**src/hdl/ppr_pkg.sv**
```systemverilog
// Shared widths, constants and tables for the plane point rotation pipeline.
package ppr_pkg;

  localparam int SAMPLE_BITS = 16;
  localparam int STAGES      = 16;
  localparam int GUARD       = 24;
  localparam int NITER       = (STAGES < 32) ? STAGES : 32;

  localparam int OW  = SAMPLE_BITS + 1;         // result width
  localparam int QW  = SAMPLE_BITS + 1;         // point after quadrant turn
  localparam int DW  = SAMPLE_BITS + GUARD + 3; // datapath with guard bits and growth
  localparam int ZW  = 34;                      // angle, 2^32 per turn, plus headroom
  localparam int GW  = 32;                      // gain word width
  localparam int PW  = QW + GW;                 // gain product width
  localparam int RW  = DW + 1 - GUARD;          // rounded value before clamp
  localparam int TDW = ((3 * SAMPLE_BITS + 7) / 8) * 8;
  localparam int RDW = ((2 * OW + 7) / 8) * 8;

  localparam logic [GW-1:0] GAIN_Q31 = GW'(1304065748);
  localparam int GAIN_SHIFT = 31 - GUARD;

  typedef logic signed [SAMPLE_BITS-1:0] sample_t;
  typedef logic signed [QW-1:0]          qpoint_t;
  typedef logic signed [DW-1:0]          coord_t;
  typedef logic signed [ZW-1:0]          zangle_t;
  typedef logic signed [OW-1:0]          result_t;

  localparam zangle_t QUARTER_TURN = zangle_t'(64'sd1 <<< 30);

  // Arctangent of 2^-i, 2^32 per full turn
  localparam logic [31:0] ATAN_TURNS [32] = '{
    32'h20000000, 32'h12E4051E, 32'h09FB385B, 32'h051111D4,
    32'h028B0D43, 32'h0145D7E1, 32'h00A2F61E, 32'h00517C55,
    32'h0028BE53, 32'h00145F2F, 32'h000A2F98, 32'h000517CC,
    32'h00028BE6, 32'h000145F3, 32'h0000A2FA, 32'h0000517D,
    32'h000028BE, 32'h0000145F, 32'h00000A30, 32'h00000518,
    32'h0000028C, 32'h00000146, 32'h000000A3, 32'h00000051,
    32'h00000029, 32'h00000014, 32'h0000000A, 32'h00000005,
    32'h00000003, 32'h00000001, 32'h00000001, 32'h00000000
  };

  // ceil(sqrt(2) * 2^(SAMPLE_BITS-1)), evaluated at elaboration
  function automatic longint unsigned calc_bound();
    longint unsigned n;
    longint unsigned res;
    longint unsigned b;
    n   = 64'd1 << (2 * SAMPLE_BITS - 1);
    res = 64'd0;
    b   = 64'd1 << 62;
    while (b > n) begin
      b = b >> 2;
    end
    while (b != 64'd0) begin
      if (n >= res + b) begin
        n   = n - (res + b);
        res = (res >> 1) + b;
      end else begin
        res = res >> 1;
      end
      b = b >> 2;
    end
    return res + 64'd1;
  endfunction

  localparam longint unsigned BOUND = calc_bound();

endpackage

```
**src/hdl/ppr_round.sv**
```systemverilog
// Round to nearest, clamp to the magnitude bound, and hold the output beat.
module ppr_round
  import ppr_pkg::*;
(
  input  logic    clk,
  input  logic    rst_n,
  input  logic    s_valid,
  output logic    s_ready,
  input  coord_t  s_x,
  input  coord_t  s_y,
  output logic    m_valid,
  input  logic    m_ready,
  output result_t m_x,
  output result_t m_y
);

  localparam logic signed [RW-1:0] BOUND_P = RW'(BOUND);
  localparam logic signed [RW-1:0] BOUND_N = -BOUND_P;
  localparam logic signed [DW:0]   HALF    = (DW+1)'(64'd1 << (GUARD - 1));

  logic    v_r, v_nxt;
  result_t x_r, x_nxt;
  result_t y_r, y_nxt;
  logic    take;

  function automatic result_t round_clamp(input coord_t v);
    logic signed [DW:0]   s;
    logic signed [RW-1:0] r;
    s = (DW+1)'(v) + HALF;
    r = RW'(s >>> GUARD);
    if (r > BOUND_P) begin
      r = BOUND_P;
    end else if (r < BOUND_N) begin
      r = BOUND_N;
    end
    return OW'(r);
  endfunction

  assign take    = !v_r || m_ready;
  assign s_ready = take;

  always_comb begin
    v_nxt = take ? s_valid : v_r;
    x_nxt = round_clamp(s_x);
    y_nxt = round_clamp(s_y);
  end

  always_ff @(posedge clk) begin
    if (!rst_n) begin
      v_r <= 1'b0;
    end else begin
      v_r <= v_nxt;
    end
  end

  always_ff @(posedge clk) begin
    if (take) begin
      x_r <= x_nxt;
      y_r <= y_nxt;
    end
  end

  assign m_valid = v_r;
  assign m_x     = x_r;
  assign m_y     = y_r;

endmodule

```
**config.mk**
```make
export PLATFORM = sky130hd
export DESIGN_NAME = ppr_round
export DESIGN_NICKNAME = d
export VERILOG_FILES = /design/src/hdl/ppr_pkg.sv /design/src/hdl/ppr_round.sv
export SDC_FILE = /design/constraint.sdc
export NUM_CORES = 1
export LEC_CHECK = 0
export BUFFER_PORTS_ARGS = -buffer_cell sky130_fd_sc_hd__buf_2
export CAP_MARGIN = 20
export CORE_MARGIN = 3
export CORE_UTILIZATION = 50
export CTS_BUF_LIST = sky130_fd_sc_hd__clkbuf_4 sky130_fd_sc_hd__clkbuf_8
export CTS_CLUSTER_SIZE = 25
export DETAILED_ROUTE_END_ITERATION = 10
export HOLD_SLACK_MARGIN = 0.02
export PLACE_DENSITY_LB_ADDON = 0.15
export SLEW_MARGIN = 20
export SYNTH_ARGS = -nofsm -noshare
export SYNTH_HDL_FRONTEND = slang
export SYNTH_SLANG_ARGS = --single-unit
```
**constraint.sdc**
```tcl
create_clock -name clk -period 3.5 [get_ports clk]
set_clock_uncertainty 0.2 [all_clocks]
set_input_delay 0.35 -clock clk [delete_from_list [all_inputs] [get_ports clk]]
set_output_delay 0.35 -clock clk [all_outputs]
set_load 0.02 [all_outputs]
```
-- Yosys cells after proc, flatten, opt, wreduce, memory -nomap -nowiden
Cells that the tools add are included.
- output and inout bits: 36
- word-level logic and storage cells: 17
- register bits after elaboration: 35
- input bits: 90
- muxes and demuxes: 2
- $lt $le $gt $ge: 4
- reduce and logical (&&, ||, !) cells: 4
- $add $sub $neg: 2
- operators by type and width (cell ; number):
    adder 43 x 25 -> 44 bit, second input constant ; 2
    greater-than comparator 20 x 17 -> 1 bit, second input constant ; 2
    < comparator 20 x 17 -> 1 bit, second input constant ; 2
    two-way mux 17 bit ; 2
    OR reduction 2 bit ; 2
    logical NOT 1 bit ; 1
    logical OR 1 bit ; 1

-- Depth between registers and ports, before layout
- depth after elaboration: 3
- gate-level depth with buffers: 10
- depth with buffers taken out: 9

-- Worst setup path before layout
Ideal clock, no wire load.
- path kind: in2reg
- from: input port s_x[23]
- to: register x_r[5], in the netlist m_x[5], data pin
- setup time: 0.282 ns
- path buffers: 2
- cell stages on the path: 10
- data required time: 3.018 ns
- path slack: 0.566 ns
- data arrival time: 2.452 ns
- cells stage by stage: ha_1 > nand2_2 > or4_1 > buf_2 > and3_1 > mux2i_1 > a21oi_1 > a221oi_4 > buf_6 > a22oi_1
- longest elaborated chain between the ends: 3
- elaborated cells on any way between the ends: 4
- classes of those cells: add/sub (1); order compare (2); mux (1)
- ends and longest elaborated chain (item ; RTL line ; source):
    start: declaration ; ppr_round.sv:9 ; input coord_t s_x,
    adder 43 x 25 -> 44 bit * ; ppr_round.sv:29 ; s = (DW+1)'(v) + HALF;
    < comparator 20 x 17 -> 1 bit ; ppr_round.sv:33 ; end else if (r < BOUND_N) begin
    two-way mux 17 bit ; ppr_round.sv:33 ;
    end signal: assignment ; ppr_round.sv:58 ; x_r <= x_nxt;
    end: declaration ; ppr_round.sv:22 ; result_t x_r, x_nxt;
Every way passes the cells marked *; elsewhere a longest branch is shown, timed or not.
A chain may end at the register's enable or synchronous reset.

-- Final worst setup path
- from: input port s_x[30]
- to: register x_r[0], in the netlist m_x[0], data pin
- longest elaborated chain between the ends: 3
- elaborated cells on any way between the ends: 4
- classes of those cells: add/sub (1); order compare (2); reduce/logical (1)
- ends and longest elaborated chain (item ; RTL line):
    adder 43 x 25 -> 44 bit * ; ppr_round.sv:29
    greater-than comparator 20 x 17 -> 1 bit / < comparator 20 x 17 -> 1 bit (equally long branches) ; ppr_round.sv:31, ppr_round.sv:33
    OR reduction 2 bit (no line) * ; --
Marks and branches as above.

==> run summary <==
Status
• completed — run status

Timing
• 0 — number of max-slew violations in the final report
• 0 — total count of hold-check failures in the final report
• 54.6% — headroom to the max-slew limit
• 3.01 ns — post-route minimum period
• 86.0% — fin crit share
• 0 — final count of negative-setup-slack endpoints
• 0.681 ns — worst slew pin tran
• 0 ns — Total Negative Setup Slacks
• no — setup repair after global routing missed its margin
• 0.332 GHz — achievable clock frequency

Synth
• 0% — share of synthesized registers carrying an async set or reset
• sky130_fd_sc_hd__edfxtp_1 (33%), sky130_fd_sc_hd__xnor2_1 (6.0%), sky130_fd_sc_hd__xor2_1 (3.1%), sky130_fd_sc_hd__nand4_1 (3.0%), sky130_fd_sc_hd__nand3_1 (2.9%) — Synth area leaders
• 3080 µm² — Cell Area, Synth
• 35 — #FFs+latches synth
• 33.1% — top-area cell type share of the netlist area
• 442 — net count after synthesis
• sky130_fd_sc_hd__edfxtp_1 — leading register cell type out of synthesis
• 350 — gate count after technology mapping
• 34 — number of enable flip-flop cells after synthesis
• sky130_fd_sc_hd__edfxtp_1 — post-synth top area cell
• 8.80 µm² — average footprint of a synthesized cell
• 0 — yosys warns
• 33.8% — fraction of the yosys area taken by sequential cells
• 67 — count of different cell masters after synthesis

Critical path
• 1.87 ns — register-to-register setup slack
• register — Worst setup EP type
• input port — element type at the critical path start
• sky130_fd_sc_hd__or4_1 — Worst path slowest cell
• 3.34 ns — Req. time, crit path
• buf_2, nand2_2, or4_1, xnor2_1, nand3_1, a21oi_1, a221oi_4, buf_4, a211o_1 — cells along the critical path
• 16 — largest fanout of any net on the critical path
• 0.73 ns — CP peak stage delay
• 2.84 ns — Arrival @ worst endpoint
• in -> reg — type of the worst setup path
• 2 — Buffers & Inverters on Critical Path
• simple AND/OR/NAND/NOR gates — Top Family by Delay on Critical Path

Global routing
• 0 — antenna violations before repair
• 0 — global route overflow
• 13100 µm — wire length of the first global-routing pass
• 22.0% — global-route usage over all layers
• 2726 — vias in the first global route
• 17 — largest net degree at the start of global routing

Clock tree
• 0 — number of hold buffers added after CTS
• 0.27 ns — clock insertion delay at the later pin of the skew report
• sky130_fd_sc_hd__clkbuf_8 — buffer cell driving the clock tree root
• 2 — CTS Buffer Depth
• 0 — post-CTS setup repair buffer count
• 0.07 ns — Worst-path clk slew
• 2 — total number of H-tree levels
• 0 — post-cts gate resize count
• built — clock tree from TritonCTS
• 35 — clock sink total
• 5 — total CTS buffers

Flow run
• 0 — total of max-cap violations

Drt
• 6.14 — vias per std cell
• 0 — DRC errors left
• 15.7 µm — average routed wire per standard cell
• 3065 — total number of vias
• 5 — detailed-routing iteration count for the pre-antenna-repair pass
• 7850 µm — wirelength, routed
• 0 — post-route antenna net violation count
• 273 — number of DRC violations after detailed-routing iteration 0

Final layout
• 27.4% — share of cells above drive strength 1
• 0 — Antenna Cells
• 19.0% — synthesis-to-finish area growth
• 518 — final layout net count
• 63.9% — core occupancy in the finished layout

Floorplan
• 7140 µm² — full die area
• 5740 µm² — area of the placeable core
• 84.5 µm — die extent in y
• 126 — number of placed I/O pins
• 27 — Site Rows
• 84.5 µm — Die X-Extent
• 53.6% — effective utilization at floorplan

Pwr
• 0.264 mV — largest voltage drop on the vdd net
• 327 nW/µm² — power density cells
• 1.40 nW — cell leakage power

Placement
• 79 — Port Buffer Count
• 6100 µm — final HPWL from detailed placement
• 0.887 — final RePlAce weighted congestion

Min path
• in -> reg — worst hold-check path type

layer usage:
layer,vias to the layer above,share of wire (%),track usage (%)
met4,0,0.78,4.17
met5,-,0,0
met3,7,8.9,4.12
met1,1402,48,33.6
li1,1517,-,-
met2,139,43,32.5
layout by cell type, fill, tap and decap left out, drive strengths merged, types with 5 or more instances in the layout:
cell,netlist,layout
buf,11,94
edfxtp,34,34
nand2,25,25
xnor2,21,21
nor2,19,19
nand3,18,18
nand4,17,17
o21ai,17,17
nor3,14,14
xor2,11,11
a21oi,11,11
inv,11,11
a31oi,10,10
and3,9,9
nor4,7,7
a22oi,7,7
a211oi,6,6
and2,6,6
a21o,5,5
o2bb2ai,5,5
clkbuf,14,5
o31ai,5,5
stage by stage:
step / power (W) / hold WS (ns) / setup WS, ns / cells / area (µm²)
final: 0.00120 / 0.120 / 0.491 / 499 / 3670
after global routing: 0.00126 / 0.147 / 0.309 / 499 / 3670
after CTS: 0.00120 / 0.119 / 0.529 / 499 / 3670
after detailed placement: 0.000855 / 0.410 / 0.239 / 491 / 3560
after global placement: 0.000849 / 0.406 / 0.213 / 491 / 3560
after floorplan: 0.000739 / 0.289 / 0.566 / 350 / 3080
report_power, final:
part / switching, W / leakage, nW / internal, W
Sequential: 0.00000920 / 0.355 / 0.000506
Clock: 0.000143 / 0.0556 / 0.000208
Combinational: 0.000212 / 0.988 / 0.000121
worst min-delay path, cell delays in order:
cell and delay, ns:
sky130_fd_sc_hd__buf_2 0.09, sky130_fd_sc_hd__inv_1 0.04, sky130_fd_sc_hd__a21boi_0 0.06
registers in the layout, indices dropped and copies added (netlist names):
| name | flops |
|---|---|
| m_valid | 1 |
| m_x | 17 |
| m_y | 17 |
cell usage after synthesis, drive strengths merged (5+ instances only):
| cell | n |
|---|---|
| a211oi | 6 |
| a21o | 5 |
| a21oi | 11 |
| a22oi | 7 |
| a31oi | 10 |
| and2 | 6 |
| and3 | 9 |
| buf | 11 |
| clkbuf | 14 |
| edfxtp | 34 |
| inv | 11 |
| nand2 | 25 |
| nand3 | 18 |
| nand4 | 17 |
| nor2 | 19 |
| nor3 | 14 |
| nor4 | 7 |
| o21ai | 17 |
| o2bb2ai | 5 |
| o31ai | 5 |
| xnor2 | 21 |
| xor2 | 11 |
kinds of logic (layout without fill, tap and decap cells):
logic type / Yosys count / in the layout / synth area share, %
AO/OA/AOI/OAI: 98 / 98 / 23.6
multiplexers: 4 / 4 / 1.34
AND/OR/NAND/NOR: 143 / 143 / 26.2
buffers and inverters: 36 / 113 / 5.20
adder cells (fa/ha/maj): 2 / 2 / 0.812
flip-flops: 35 / 35 / 33.8
XOR/XNOR: 32 / 32 / 9.10
worst paths after layout:
kind | startpoint | endpoint | cells past startpoint
max | s_x[30] | m_x[0]$_SDFFCE_PP1P_ | 9
min | s_valid | m_valid$_SDFFE_PN0P_ | 3
max reg2reg | m_valid$_SDFFE_PN0P_ | m_x[3]$_SDFFCE_PN0P_ | 2
min reg2reg | m_valid$_SDFFE_PN0P_ | m_x[7]$_SDFFCE_PN0P_ | 1
cell type report:
type                            instances  area (µm²)
Fill cell                             529        2080
Timing Repair Buffer                   94         508
Tap cell                               72        90.1
Clock buffer                            5        68.8
Clock inverter                          3        38.8
Inverter                               11        41.3
Sequential cell                        35        1040
Multi-Input combinational cell        279        1880
Note: power is estimated with default switching activity, not from simulation.
