## src/hdl/ppr_pkg.sv

```systemverilog
// Shared widths, constants and tables for the plane point rotation pipeline.
package ppr_pkg;

  localparam int SAMPLE_BITS = 16;
  localparam int STAGES      = 16;
  localparam int GUARD       = 24;
  localparam int NITER       = (STAGES < 32) ? STAGES : 32;

  localparam int OW  = SAMPLE_BITS + 1;         // result width
  localparam int QW  = SAMPLE_BITS + 1;         // point after quadrant turn
  localparam int DW  = SAMPLE_BITS + GUARD + 3; // datapath with guard bits and growth
  localparam int ZW  = 34;                      // angle, 2^32 per turn, plus headroom
  localparam int GW  = 32;                      // gain word width
  localparam int PW  = QW + GW;                 // gain product width
  localparam int RW  = DW + 1 - GUARD;          // rounded value before clamp
  localparam int TDW = ((3 * SAMPLE_BITS + 7) / 8) * 8;
  localparam int RDW = ((2 * OW + 7) / 8) * 8;

  localparam logic [GW-1:0] GAIN_Q31 = GW'(1304065748);
  localparam int GAIN_SHIFT = 31 - GUARD;

  typedef logic signed [SAMPLE_BITS-1:0] sample_t;
  typedef logic signed [QW-1:0]          qpoint_t;
  typedef logic signed [DW-1:0]          coord_t;
  typedef logic signed [ZW-1:0]          zangle_t;
  typedef logic signed [OW-1:0]          result_t;

  localparam zangle_t QUARTER_TURN = zangle_t'(64'sd1 <<< 30);

  // Arctangent of 2^-i, 2^32 per full turn
  localparam logic [31:0] ATAN_TURNS [32] = '{
    32'h20000000, 32'h12E4051E, 32'h09FB385B, 32'h051111D4,
    32'h028B0D43, 32'h0145D7E1, 32'h00A2F61E, 32'h00517C55,
    32'h0028BE53, 32'h00145F2F, 32'h000A2F98, 32'h000517CC,
    32'h00028BE6, 32'h000145F3, 32'h0000A2FA, 32'h0000517D,
    32'h000028BE, 32'h0000145F, 32'h00000A30, 32'h00000518,
    32'h0000028C, 32'h00000146, 32'h000000A3, 32'h00000051,
    32'h00000029, 32'h00000014, 32'h0000000A, 32'h00000005,
    32'h00000003, 32'h00000001, 32'h00000001, 32'h00000000
  };

  // ceil(sqrt(2) * 2^(SAMPLE_BITS-1)), evaluated at elaboration
  function automatic longint unsigned calc_bound();
    longint unsigned n;
    longint unsigned res;
    longint unsigned b;
    n   = 64'd1 << (2 * SAMPLE_BITS - 1);
    res = 64'd0;
    b   = 64'd1 << 62;
    while (b > n) begin
      b = b >> 2;
    end
    while (b != 64'd0) begin
      if (n >= res + b) begin
        n   = n - (res + b);
        res = (res >> 1) + b;
      end else begin
        res = res >> 1;
      end
      b = b >> 2;
    end
    return res + 64'd1;
  endfunction

  localparam longint unsigned BOUND = calc_bound();

endpackage

```

## src/hdl/ppr_prerot.sv

```systemverilog
// Quadrant pre-rotation and gain compensation, two register stages.
module ppr_prerot
  import ppr_pkg::*;
(
  input  logic    clk,
  input  logic    rst_n,
  input  logic    s_valid,
  output logic    s_ready,
  input  sample_t s_x,
  input  sample_t s_y,
  input  sample_t s_angle,
  output logic    m_valid,
  input  logic    m_ready,
  output coord_t  m_x,
  output coord_t  m_y,
  output zangle_t m_z
);

  logic    qv_r, qv_nxt;
  qpoint_t qx_r, qx_nxt;
  qpoint_t qy_r, qy_nxt;
  zangle_t qz_r, qz_nxt;
  logic    q_take;

  logic    gv_r, gv_nxt;
  coord_t  gx_r, gx_nxt;
  coord_t  gy_r, gy_nxt;
  zangle_t gz_r;
  logic    g_take;

  logic signed [PW-1:0] px;
  logic signed [PW-1:0] py;
  qpoint_t xe;
  qpoint_t ye;
  zangle_t z0;

  assign g_take  = !gv_r || m_ready;
  assign q_take  = !qv_r || g_take;
  assign s_ready = q_take;

  always_comb begin
    xe     = QW'(s_x);
    ye     = QW'(s_y);
    z0     = zangle_t'(s_angle) <<< (32 - SAMPLE_BITS);
    qx_nxt = xe;
    qy_nxt = ye;
    qz_nxt = z0;
    // turn by a quarter when the angle lies beyond +-90 degrees
    if (z0 > QUARTER_TURN) begin
      qx_nxt = -ye;
      qy_nxt = xe;
      qz_nxt = z0 - QUARTER_TURN;
    end else if (z0 < -QUARTER_TURN) begin
      qx_nxt = ye;
      qy_nxt = -xe;
      qz_nxt = z0 + QUARTER_TURN;
    end
  end

  always_comb begin
    qv_nxt = q_take ? s_valid : qv_r;
    gv_nxt = g_take ? qv_r : gv_r;
    px     = PW'(qx_r) * $signed({1'b0, GAIN_Q31});
    py     = PW'(qy_r) * $signed({1'b0, GAIN_Q31});
    gx_nxt = DW'(px >>> GAIN_SHIFT);
    gy_nxt = DW'(py >>> GAIN_SHIFT);
  end

  always_ff @(posedge clk) begin
    if (!rst_n) begin
      qv_r <= 1'b0;
      gv_r <= 1'b0;
    end else begin
      qv_r <= qv_nxt;
      gv_r <= gv_nxt;
    end
  end

  always_ff @(posedge clk) begin
    if (q_take) begin
      qx_r <= qx_nxt;
      qy_r <= qy_nxt;
      qz_r <= qz_nxt;
    end
    if (g_take) begin
      gx_r <= gx_nxt;
      gy_r <= gy_nxt;
      gz_r <= qz_r;
    end
  end

  assign m_valid = gv_r;
  assign m_x     = gx_r;
  assign m_y     = gy_r;
  assign m_z     = gz_r;

endmodule

```

## config.mk

```make
export PLATFORM = sky130hd
export DESIGN_NAME = ppr_prerot
export DESIGN_NICKNAME = d
export VERILOG_FILES = /design/src/hdl/ppr_pkg.sv /design/src/hdl/ppr_prerot.sv
export SDC_FILE = /design/constraint.sdc
export NUM_CORES = 1
export LEC_CHECK = 0
export ABC_AREA = 1
export BUFFER_PORTS_ARGS = -buffer_cell sky130_fd_sc_hd__buf_2
export CAP_MARGIN = 20
export CORE_AREA = 2 2 187 263
export DETAILED_ROUTE_END_ITERATION = 7
export DIE_AREA = 0 0 189 265
export GPL_ROUTABILITY_DRIVEN = 0
export GPL_TIMING_DRIVEN = 1
export PLACE_DENSITY = 0.73
export SYNTH_ARGS = -nofsm -noshare
export SYNTH_HDL_FRONTEND = slang
export SYNTH_SLANG_ARGS = --single-unit
```

## constraint.sdc

```tcl
create_clock -name clk -period 6.85 [get_ports clk]
set_input_delay 0.685 -clock clk [delete_from_list [all_inputs] [get_ports clk]]
set_output_delay 0.685 -clock clk [all_outputs]
set_load 0.005 [all_outputs]
```

After elaboration in Yosys (flattened, before gate mapping)
Cells that the tools add are included.
Cells by class
  add/subtract/negate cells: 4
  multipliers: 2
  order comparisons: 2
  mux-type cells: 6
  reduce and logical (&&, ||, !) cells: 4
Operators with widths (count)
  $mul A17 B30 Y47 const B: 2
  $mux W17: 4
  $mux W34: 2
  $neg A16 Y17: 2
  $add A32 B32 Y33 const B: 1
  $sub A32 B32 Y33 const B: 1
  $gt A32 B32 Y1 const B: 1
  $lt A32 B31 Y1 const B: 1
  $logic_not A1 Y1: 2
  $logic_or A1 B1 Y1: 2
Word-level totals
  flip-flop bits (word level): 188
  input bits: 52
  output and inout bits: 122
  word-level logic and storage cells: 26

Logic depth before layout (Yosys ltp)
Gate-level depths: netlist (run 1).
  word-level depth: 3
  gate-level depth with buffers: 25
  gate-level depth less buffers: 25

Least setup slack after synthesis (run 1)
No wires, ideal clock.
  path type: register to register
  start: reg qy_r[4]
  end: reg gy_r[33], in the netlist m_y[33], data pin
  arrival: 4828 ps
  required time: 6598 ps
  setup slack: 1770 ps
  cell stages (with the launch flop): 23
  buffers on the path: 0
  clock period less this slack: 5080 ps
  cell sequence: edfxtp_1 -> ha_1 -> inv_1 -> fa_1 -> inv_1 -> fa_1 -> inv_1 -> fa_1 -> inv_1 -> fa_1 -> inv_1 -> fa_1 -> inv_1 -> ha_1 -> nand2_1 -> nor2_2 -> nand3_1 -> nand3_2 -> nand2_1 -> nand2_1 -> nand2_1 -> nand3_1 -> nand2_1
On the way
  longest elaborated chain between the ends: 1
Ends and longest elaborated chain
  start: declaration: RTL line ppr_prerot.sv:21  | qpoint_t qy_r, qy_nxt;
  start signal: assignment: RTL line ppr_prerot.sv:82  | qy_r <= qy_nxt;
  $mul A17 B30 Y47: RTL line ppr_prerot.sv:64  | py = PW'(qy_r) * $signed({1'b0, GAIN_Q31});
  via py[40]: RTL line ppr_prerot.sv:32  | logic signed [PW-1:0] py;
  end signal: assignment: RTL line ppr_prerot.sv:87  | gy_r <= gy_nxt;
  end: declaration: RTL line ppr_prerot.sv:27  | coord_t gy_r, gy_nxt;
The timed path passes the listed nets, and every way through them passes these cells.
A chain may end at the register's enable or synchronous reset.

Worst setup path after layout (run 1)
  start: reg qx_r[5]
  end: reg gx_r[37], in the netlist m_x[37], data pin
On the way
  longest elaborated chain between the ends: 1
Ends and longest elaborated chain
  start: declaration: RTL line ppr_prerot.sv:20  | qpoint_t qx_r, qx_nxt;
  start signal: assignment: RTL line ppr_prerot.sv:81  | qx_r <= qx_nxt;
  $mul A17 B30 Y47: RTL line ppr_prerot.sv:63  | px = PW'(qx_r) * $signed({1'b0, GAIN_Q31});
  via px[44]: RTL line ppr_prerot.sv:31  | logic signed [PW-1:0] px;
  end signal: assignment: RTL line ppr_prerot.sv:86  | gx_r <= gx_nxt;
  end: declaration: RTL line ppr_prerot.sv:26  | coord_t gx_r, gx_nxt;
The timed path passes the listed nets, and every way through them passes these cells.

==> results of run 1 <==
[final cells by class]
class,instances,area share
multi-input combinational,2023,0.632
tap,630,0.0281
clock inverter,15,0.00656
inverter,934,0.125
clock buffer,17,0.0152
timing repair buffer,162,0.0293
sequential,154,0.164
antenna,1,0.0000892
[cells in the mapped netlist (all sizes together) (10+ instances only)]
cell type,number,share of area
nor3,19,0.0040
buf,27,0.0082
nor2,192,0.030
nand4,18,0.0043
o21bai,10,0.0029
a21oi,68,0.013
or2,11,0.0026
ha,340,0.16
nand3,110,0.024
nand2,728,0.11
fa,378,0.29
xor2,58,0.020
o21ai,45,0.010
inv,934,0.13
edfxtp,152,0.18
[cells in the final DEF (no fill, tap or decap), drive strengths merged, types with 10 or more instances in the layout]
| cell | instances |
|---|---|
| nand4 | 18 |
| clkbuf | 17 |
| edfxtp | 152 |
| conb | 16 |
| or2 | 11 |
| nand3 | 110 |
| xor2 | 58 |
| buf | 162 |
| o21ai | 45 |
| nor2 | 192 |
| nand2 | 728 |
| fa | 378 |
| o21bai | 10 |
| ha | 340 |
| inv | 943 |
| nor3 | 19 |
| a21oi | 68 |
[critical path, cell delays in order, from the launching register on]
cell	delay, ns
edfxtp_1	0.60
fa_1	0.69
inv_1	0.08
fa_1	0.53
inv_1	0.06
fa_1	0.49
fa_1	0.57
inv_1	0.05
fa_1	0.45
fa_1	0.53
inv_1	0.05
ha_1	0.37
nand2_1	0.12
nor2_1	0.26
nand2_1	0.09
nor2_1	0.09
nand2_1	0.06
nand3_1	0.25
nand2_1	0.14
nand3_1	0.10
nand2_1	0.06
[flip-flops by register name (all words and copies together) (netlist names)]
name     cells
qy_r        17
m_y         42
m_valid      1
qv_r         1
m_z         17
m_x         42
qz_r        17
qx_r        17
[per-layer routing]
metal	vias to the layer above	GRT usage	wire, µm
li1	9608	-	-
met1	9506	0.294	23200
met2	765	0.546	38300
met3	287	0.0328	3020
met4	0	0.231	6290
met5	-	0	0
[kinds of logic (layout without fill, tap and decap cells)]
kind of cell / count (synthesis) / count (layout)
xor+xnor: 67 / 67
buf+inv: 967 / 1128
flops: 154 / 154
fa+ha+maj: 718 / 718
compound gates: 135 / 135
other cells: 1 / 17
simple gates: 1087 / 1087
[worst max path at each step]
stage	slack, ns	cells past startpoint	start	end
5_1_grt	0.78	20	qx_r[5]	m_x[37]
3_3_place_gp	1.12	20	qx_r[15]	m_x[27]
4_1_cts	1.04	20	qx_r[5]	m_x[37]
6_report	0.98	20	qx_r[5]	m_x[37]
3_5_place_dp	1.09	20	qx_r[5]	m_x[37]
2_1_floorplan	1.77	22	qy_r[4]	m_y[33]
[stage by stage]
stage / std cells / worst slack [ns] / hold WS (ns)
2_1_floorplan: 3144 / 1.77 / 0.400
3_3_place_gp: 3903 / 1.12 / 0.401
3_5_place_dp: 3903 / 1.09 / 0.405
4_1_cts: 3935 / 1.04 / 0.371
5_1_grt: 3936 / 0.782 / 0.382
6_report: 3936 / 0.980 / 0.391
==> results.py, run 1 <==
metrics = {
    "status": {
        "status": "finished, final reports clean",
    },
    "logic_synthesis": {
        "synth_simple_gate_area_frac": 0.172,
        "synth_fa_ha_area_frac": 0.455,
        "async_reset_ff_frac": 0,
        "synth-edff-count": 152,
        "synth_compound_area_frac": 0.0292,
        "avgSynthCellArea_um2": 8.31,
        "synth_top_family_by_area": "adder cells",
        "synth-seq-area-share": 0.177,
        "synth_xor_area_frac": 0.0226,
        "muxShareOfSynthArea": 0,
        "ys.flop_type": "edfxtp_1",
        "ys_warn_count": 0,
        "netlist_area_um2": 26000,
        "synth_cells": 3129,
        "ys_ff_latch": 154,
        "synthDistinctLibCells": 39,
    },
    "clock_tree": {
        "path_clk_slew_ns": 0.08,
        "hold_buffers": 0,
        "cts-root-buf": "clkbuf_16",
        "cts_setup_buffers": 0,
        "cts_resized": 0,
        "h-tree-depth": 4,
        "cts_tree": "built",
        "clk_latency_ns": 0.49,
        "cts_buffers": 17,
        "cts_sinks": 154,
        "max-clock-path-buffers": 2,
    },
    "timing": {
        "fin_crit_sh": 0.857,
        "worst_pin_slew_ns": 0.757,
        "skew_ns": 0.0228,
        "relSlewSlack": 0.496,
        "fin_crit_ns": 5.87,
        "setup_viol": 0,
        "maxSlewViolCount": 0,
        "tns_ns": 0,
        "hold_violations": 0,
        "rsz0062_at_grt": "false",
        "fmax_mhz": 170,
    },
    "global_routing": {
        "grt_pass1_vias": 20752,
        "antenna_found_initial": 1,
        "grt_max_degree": 57,
        "grt_use_total": 0.294,
        "grt_overflow": 0,
        "grt_pass1_wl_um": 110000,
    },
    "routing": {
        "ant_nets": 0,
        "drt-pass1-iter-count": 6,
        "route.detailed.drc": 0,
        "wl_per_cell_um": 18.0,
        "dr_total_vias": 20166,
        "routed_wl_um": 70800,
        "vias_per_cell": 5.12,
        "drtIter0Drc": 1249,
    },
    "worst_setup_path": {
        "end_kind": "register",
        "rrSetupSlack_ns": 0.98,
        "worstRegToRegCells": 20,
        "crit_type": "reg2reg",
        "r2r_end": "m_x[37]",
        "worstSetupStartpointType": "register",
        "regToRegStartpoint": "qx_r[5]",
        "cp_max_fo": 6,
        "critical_path_arrival_ns": 6.11,
        "required_ns": 7.09,
    },
    "place": {
        "placedInstanceArea_um2": 27400,
        "io_buffers": 157,
        "post-dp-hpwl_um": 61600,
    },
    "layout": {
        "nets": 4062,
        "utilization": 0.589,
        "regArea_um2": 4600,
        "area_delta_synth_final_pct": 7.91,
        "postLayoutCellArea_um2": 28100,
        "n_fill_cell": 4233,
        "drive_gt1_frac": 0.0744,
        "multi_input_area_um2": 17700,
    },
    "die": {
        "die_x_um": 189,
        "start_util": 0.545,
        "dieArea_um2": 50100,
        "io_pins": 174,
        "die_h_um": 265,
        "core_um2": 47700,
        "fp-row-count": 95,
    },
    "job": {
        "maxCapViolations": 0,
    },
    "worst_hold_path": {
        "hold_path.class": "in2reg",
        "hold-path-cell-count": 1,
        "holdPathEnd": "qz_r[18]",
        "holdCritStartpoint": "s_angle[2]",
    },
}
Power of run 1 is not shown: default switching activity piles up to over one toggle a cycle in this logic, so the estimate is an artifact.
==> run 2: changes to the inputs <==
Settings changed: PLACE_DENSITY 0.73 to 0.72.
==> run 2 against run 1 <==
Die area is the same. Sequential cell count is the same. Fmax shrank 2.7%. Register-to-register slack lost 0.16 ns. Setup slack lost 0.16 ns. Global-route usage grew 0.24 points. Critical path depth grew 2. Clock skew shrank 0.0039 ns. Non-clock buffer count is the same.
==> results.py, run 2 (synthesis results as in run 1) <==
metrics = {
    "timing": {
        "tns_ns": 0,
        "skew_ns": 0.0189,
        "setup_viol": 0,
        "hold_violations": 0,
        "fmax_mhz": 166,
        "rsz0062_at_grt": "false",
        "worst_pin_slew_ns": 0.730,
        "fin_crit_sh": 0.881,
        "maxSlewViolCount": 0,
        "fin_crit_ns": 6.03,
        "relSlewSlack": 0.513,
    },
    "layout": {
        "area_delta_synth_final_pct": 8.02,
        "drive_gt1_frac": 0.0744,
        "utilization": 0.589,
        "final_common_cell": "inv_1",
        "nets": 4062,
        "layout_common_cells": "inv_1 (931), nand2_1 (724), fa_1 (378)",
    },
    "global_routing": {
        "grt_pass1_wl_um": 111000,
        "antenna_found_initial": 3,
        "grt_use_total": 0.296,
        "grt_busiest_layer": "met2",
        "grt_max_degree": 56,
        "grt_util_met1": 0.293,
        "use_met3": 0.0393,
        "grt_overflow": 0,
        "grt_pass1_vias": 21063,
        "grt_use_met2": 0.550,
    },
    "worst_setup_path": {
        "slowest_stage": "fa_1",
        "critPathBufInv": 6,
        "crit_type": "reg2reg",
        "critical_path_arrival_ns": 6.27,
        "cpMostUsedCell": "inv_1",
        "path_cells": "ha_1 > inv_1 > fa_1 > inv_1 > fa_1 > inv_1 > fa_1 > inv_1 > fa_1 > inv_1 > fa_1 > inv_1 > ha_1 > nand2_1 > nor2_2 > nand3_1 > nand3_2 > nand2_1 > nand2_1 > nand2_1 > nand3_1 > nand2_1",
        "worstSetupStartpointType": "register",
        "end_kind": "register",
        "slowest_delay_ns": 0.60,
        "cp_top_family": "adder cells",
        "cp_max_fo": 5,
        "required_ns": 7.08,
    },
    "routing": {
        "wl_per_cell_um": 17.9,
        "drt-pass1-iter-count": 6,
        "route.detailed.drc": 0,
        "dr_total_vias": 20074,
        "vias_per_cell": 5.10,
        "drtIter0Drc": 1225,
        "ant_nets": 0,
        "routed_wl_um": 70400,
    },
    "die": {
        "die_x_um": 189,
        "io_pins": 174,
        "die_h_um": 265,
        "core_um2": 47700,
        "dieArea_um2": 50100,
        "start_util": 0.545,
        "fp-row-count": 95,
    },
    "clock_tree": {
        "cts_buffers": 17,
        "cts_sinks": 154,
        "cts_resized": 0,
        "max-clock-path-buffers": 2,
        "cts_setup_buffers": 0,
        "path_clk_slew_ns": 0.08,
        "clk_latency_ns": 0.49,
        "h-tree-depth": 4,
        "hold_buffers": 0,
        "cts_tree": "built",
        "cts-root-buf": "clkbuf_16",
    },
    "place": {
        "post-dp-hpwl_um": 60600,
        "io_buffers": 157,
    },
    "status": {
        "status": "finished, final reports clean",
    },
    "worst_hold_path": {
        "hold_path.class": "in2reg",
    },
    "job": {
        "maxCapViolations": 0,
    },
}
## run 2: final cells by class
class	count	area, µm²
fillers	4355	19600
flip-flops and latches	154	4600
diodes	3	7.51
repair buffers	162	823
multi-input cells	2023	17700
clock buffers	17	425
inverters	934	3510
well taps	630	788
clock inverters	15	206
## run 2: worst register-to-register path, delay by kind of cell, from the launching register on
kind	cells	cell delay (ns)
fa+ha+maj	7	3.43
flops	1	0.59
buf+inv	6	0.43
simple gates	9	1.34
## run 2: path summary, 6_finish.rpt
kind                                 end  slack, ns        start  cells after the start
worst max-delay path             m_y[33]       0.82      qy_r[7]                     22
worst min-delay path            qz_r[27]       0.37  s_angle[11]                      1
worst max register to register   m_y[33]       0.82      qy_r[7]                     22
worst min register to register   m_z[29]       0.42     qz_r[29]                      0
## run 2: per-stage QoR
| step | setup WS (ns) | hold slack (ns) | instance area [µm²] | std cells |
|---|---|---|---|---|
| floorplan | 1.77 | 0.400 | 26100 | 3144 |
| global placement | 0.971 | 0.401 | 27400 | 3903 |
| detailed placement | 0.908 | 0.405 | 27400 | 3903 |
| CTS | 0.864 | 0.349 | 28100 | 3935 |
| global route | 0.629 | 0.367 | 28100 | 3938 |
| finish | 0.816 | 0.374 | 28100 | 3938 |
## run 2: routing by layer
layer | part of all wire | wire length, µm | vias to the layer above
met5 | 0 | 0 | -
met4 | 0.091 | 6440 | 0
met3 | 0.043 | 3010 | 291
met2 | 0.53 | 37300 | 678
met1 | 0.34 | 23600 | 9501
li1 | - | - | 9604
Power of run 2 is left out for the same reason.
==> run 3: changes to the inputs <==
Settings changed: ABC_AREA 1 to not set, CORE_AREA 2 2 187 263 to 2 2 178 250, DIE_AREA 0 0 189 265 to 0 0 180 252.
==> run 3 against run 2 <==
Wire length decreased by 12%. Sequential share of layout area grew 1.5 points. Via count fell by 16%. Critical endpoint is now m_y[36]. Clock skew shrank 0.0054 ns. Largest cell class unchanged.
==> results.py, run 3 <==
metrics = {
    "logic_synthesis": {
        "synth-edff-count": 152,
        "synth_cells": 2267,
        "synth_top_cell_by_area": "fa_1",
        "avgSynthCellArea_um2": 10.4,
        "synth-seq-area-share": 0.196,
        "synthDistinctLibCells": 58,
        "synth.most_common_cell": "inv_1",
        "netlist_area_um2": 23500,
        "synth_top_area_frac": 0.322,
        "async_reset_ff_frac": 0,
        "synth_common_cells": "inv_1 (622), fa_1 (378), ha_1 (340), edfxtp_1 (152), a21oi_1 (119)",
        "ys.flop_type": "edfxtp_1",
        "ys_top_cells_by_area": "fa_1 (32%), edfxtp_1 (19%), ha_1 (18%), inv_1 (9.9%), a21oi_1 (2.5%)",
        "ys_warn_count": 0,
        "ys_ff_latch": 154,
    },
    "place": {
        "post-dp-hpwl_um": 52200,
        "io_buffers": 157,
        "placedInstanceArea_um2": 25000,
    },
    "worst_setup_path": {
        "critical_path_arrival_ns": 6.88,
        "critPathBufInv": 7,
        "end_kind": "register",
        "worstSetupStartpointType": "register",
        "cpMostUsedCell": "inv_1",
        "slowest_stage": "fa_2",
        "slowest_delay_ns": 0.59,
        "crit_type": "reg2reg",
        "path_cells": "ha_4 > inv_1 > fa_2 > inv_1 > fa_2 > inv_1 > fa_1 > inv_1 > fa_1 > inv_1 > fa_1 > inv_1 > ha_1 > and3_1 > and3_1 > and3_1 > o41a_1 > a21oi_1 > buf_4 > o211ai_1 > a41oi_1 > o21ai_0 > xor2_1",
        "required_ns": 7.05,
        "cp_max_fo": 5,
        "cp_top_family": "adder cells",
    },
    "timing": {
        "fin_crit_ns": 6.68,
        "fin_hold_ws_ns": 0.419,
        "skew_ns": 0.0135,
        "hold_violations": 0,
        "fin_crit_sh": 0.975,
        "relSlewSlack": 0.315,
        "maxSlewViolCount": 0,
        "worst_pin_slew_ns": 1.03,
        "fmax_mhz": 150,
        "setup_viol": 0,
    },
    "die": {
        "start_util": 0.547,
        "dieArea_um2": 45400,
        "die_h_um": 252,
        "die_x_um": 180,
        "core_um2": 42900,
        "io_pins": 174,
        "fp-row-count": 90,
    },
    "clock_tree": {
        "path_clk_slew_ns": 0.07,
        "h-tree-depth": 4,
        "clk_latency_ns": 0.46,
        "cts_buffers": 17,
        "hold_buffers": 0,
        "max-clock-path-buffers": 2,
        "cts-root-buf": "clkbuf_16",
        "cts_tree": "built",
        "cts_sinks": 154,
    },
    "global_routing": {
        "grt_pass1_wl_um": 97600,
        "grt_max_degree": 60,
        "grt_pass1_vias": 18252,
        "grt_overflow": 0,
        "grt_use_total": 0.284,
        "antenna_found_initial": 13,
    },
    "routing": {
        "drtIter0Drc": 809,
        "dr_total_vias": 16860,
        "drt-pass1-iter-count": 7,
        "wl_per_cell_um": 20.6,
        "vias_per_cell": 5.58,
        "route.detailed.drc": 0,
        "routed_wl_um": 62200,
        "ant_nets": 0,
    },
    "layout": {
        "nets": 3214,
        "drive_gt1_frac": 0.108,
        "n_fill_cell": 3467,
        "area_delta_synth_final_pct": 9.70,
        "final_common_cell": "inv_1",
        "layout_common_cells": "inv_1 (621), fa_1 (376), ha_1 (339)",
        "postLayoutCellArea_um2": 25700,
    },
    "status": {
        "status": "finished, final reports clean",
    },
    "worst_hold_path": {
        "hold_path.class": "reg2reg",
    },
    "job": {
        "maxCapViolations": 0,
    },
}
[run 3: changes by cell type in the layout (fill, tap and decap cells not counted), sizes merged, moves of 47 or more]
cell   change
nand2    -667
inv      -313
nor2     -147
nand3     -73
a21o      +59
a21oi     +51
o21ai     +47
[run 3: worst register-to-register path: stages, from the launching register on]
cell      delay [ns]
edfxtp_1        0.52
ha_4            0.33
inv_1           0.08
fa_2            0.58
inv_1           0.07
fa_2            0.59
inv_1           0.09
fa_1            0.55
inv_1           0.05
fa_1            0.47
inv_1           0.04
fa_1            0.48
inv_1           0.04
ha_1            0.28
and3_1          0.22
and3_1          0.20
and3_1          0.19
o41a_1          0.43
a21oi_1         0.16
buf_4           0.16
o211ai_1        0.21
a41oi_1         0.36
o21ai_0         0.16
xor2_1          0.16
[run 3: through the flow]
stage | setup slack, ns | util | setup TNS [ns] | instances
floorplan | 0.546 | - | 0 | 2282
global placement | 0.187 | 0.583 | 0 | 2972
detailed placement | 0.0823 | 0.583 | 0 | 2972
CTS | 0.0671 | 0.597 | 0 | 3004
global route | -0.000883 | 0.600 | -0.000883 | 3014
finish | 0.169 | 0.600 | 0 | 3021
[run 3: final cells by class]
class,instances,area (µm²),share of cell area
sequential,154,4600,0.179
clock buffer,17,425,0.0165
antenna,12,30.0,0.00117
multi-input combinational,1446,16300,0.635
clock inverter,15,181,0.00705
inverter,622,2340,0.0908
tap,552,691,0.0268
timing repair buffer,203,1130,0.0439
[run 3: metal layers]
layer | global-route usage | vias up | wire [µm]
met5 | 0 | - | 13
met4 | 0.223 | 2 | 5590
met3 | 0.0556 | 276 | 3700
met2 | 0.510 | 686 | 32300
met1 | 0.287 | 8238 | 20600
li1 | - | 7658 | -
[run 3: cells by family after synthesis]
| family | after synthesis | synth area share |
|---|---|---|
| AOI/OAI and AO/OA | 376 | 0.0990 |
| adders and majority gates | 718 | 0.504 |
| DFF | 154 | 0.196 |
| muxes | 7 | 0.00304 |
| xor gates and xnor gates | 83 | 0.0310 |
| and+or+nand+nor | 246 | 0.0548 |
| buffers and inverters | 682 | 0.112 |
| other | 1 | 0.000160 |
[run 3: final timing paths]
path / cells past startpoint / end / slack (ns) / from
worst max register to register: 23 / m_y[36] / 0.17 / qy_r[7]
worst min-delay path: 0 / m_z[27] / 0.42 / qz_r[27]
worst min register to register: 0 / m_z[27] / 0.42 / qz_r[27]
worst max-delay path: 23 / m_y[36] / 0.17 / qy_r[7]
[run 3: timing repair]
| action | CTS | global route |
|---|---|---|
| setup buffers | 0 | 5 |
| hold endpoints to repair | 0 | 0 |
| endpoints found under the setup margin | 0 | 17 |
| resized for setup | 0 | 11 |
Power of run 3 is left out for the same reason.
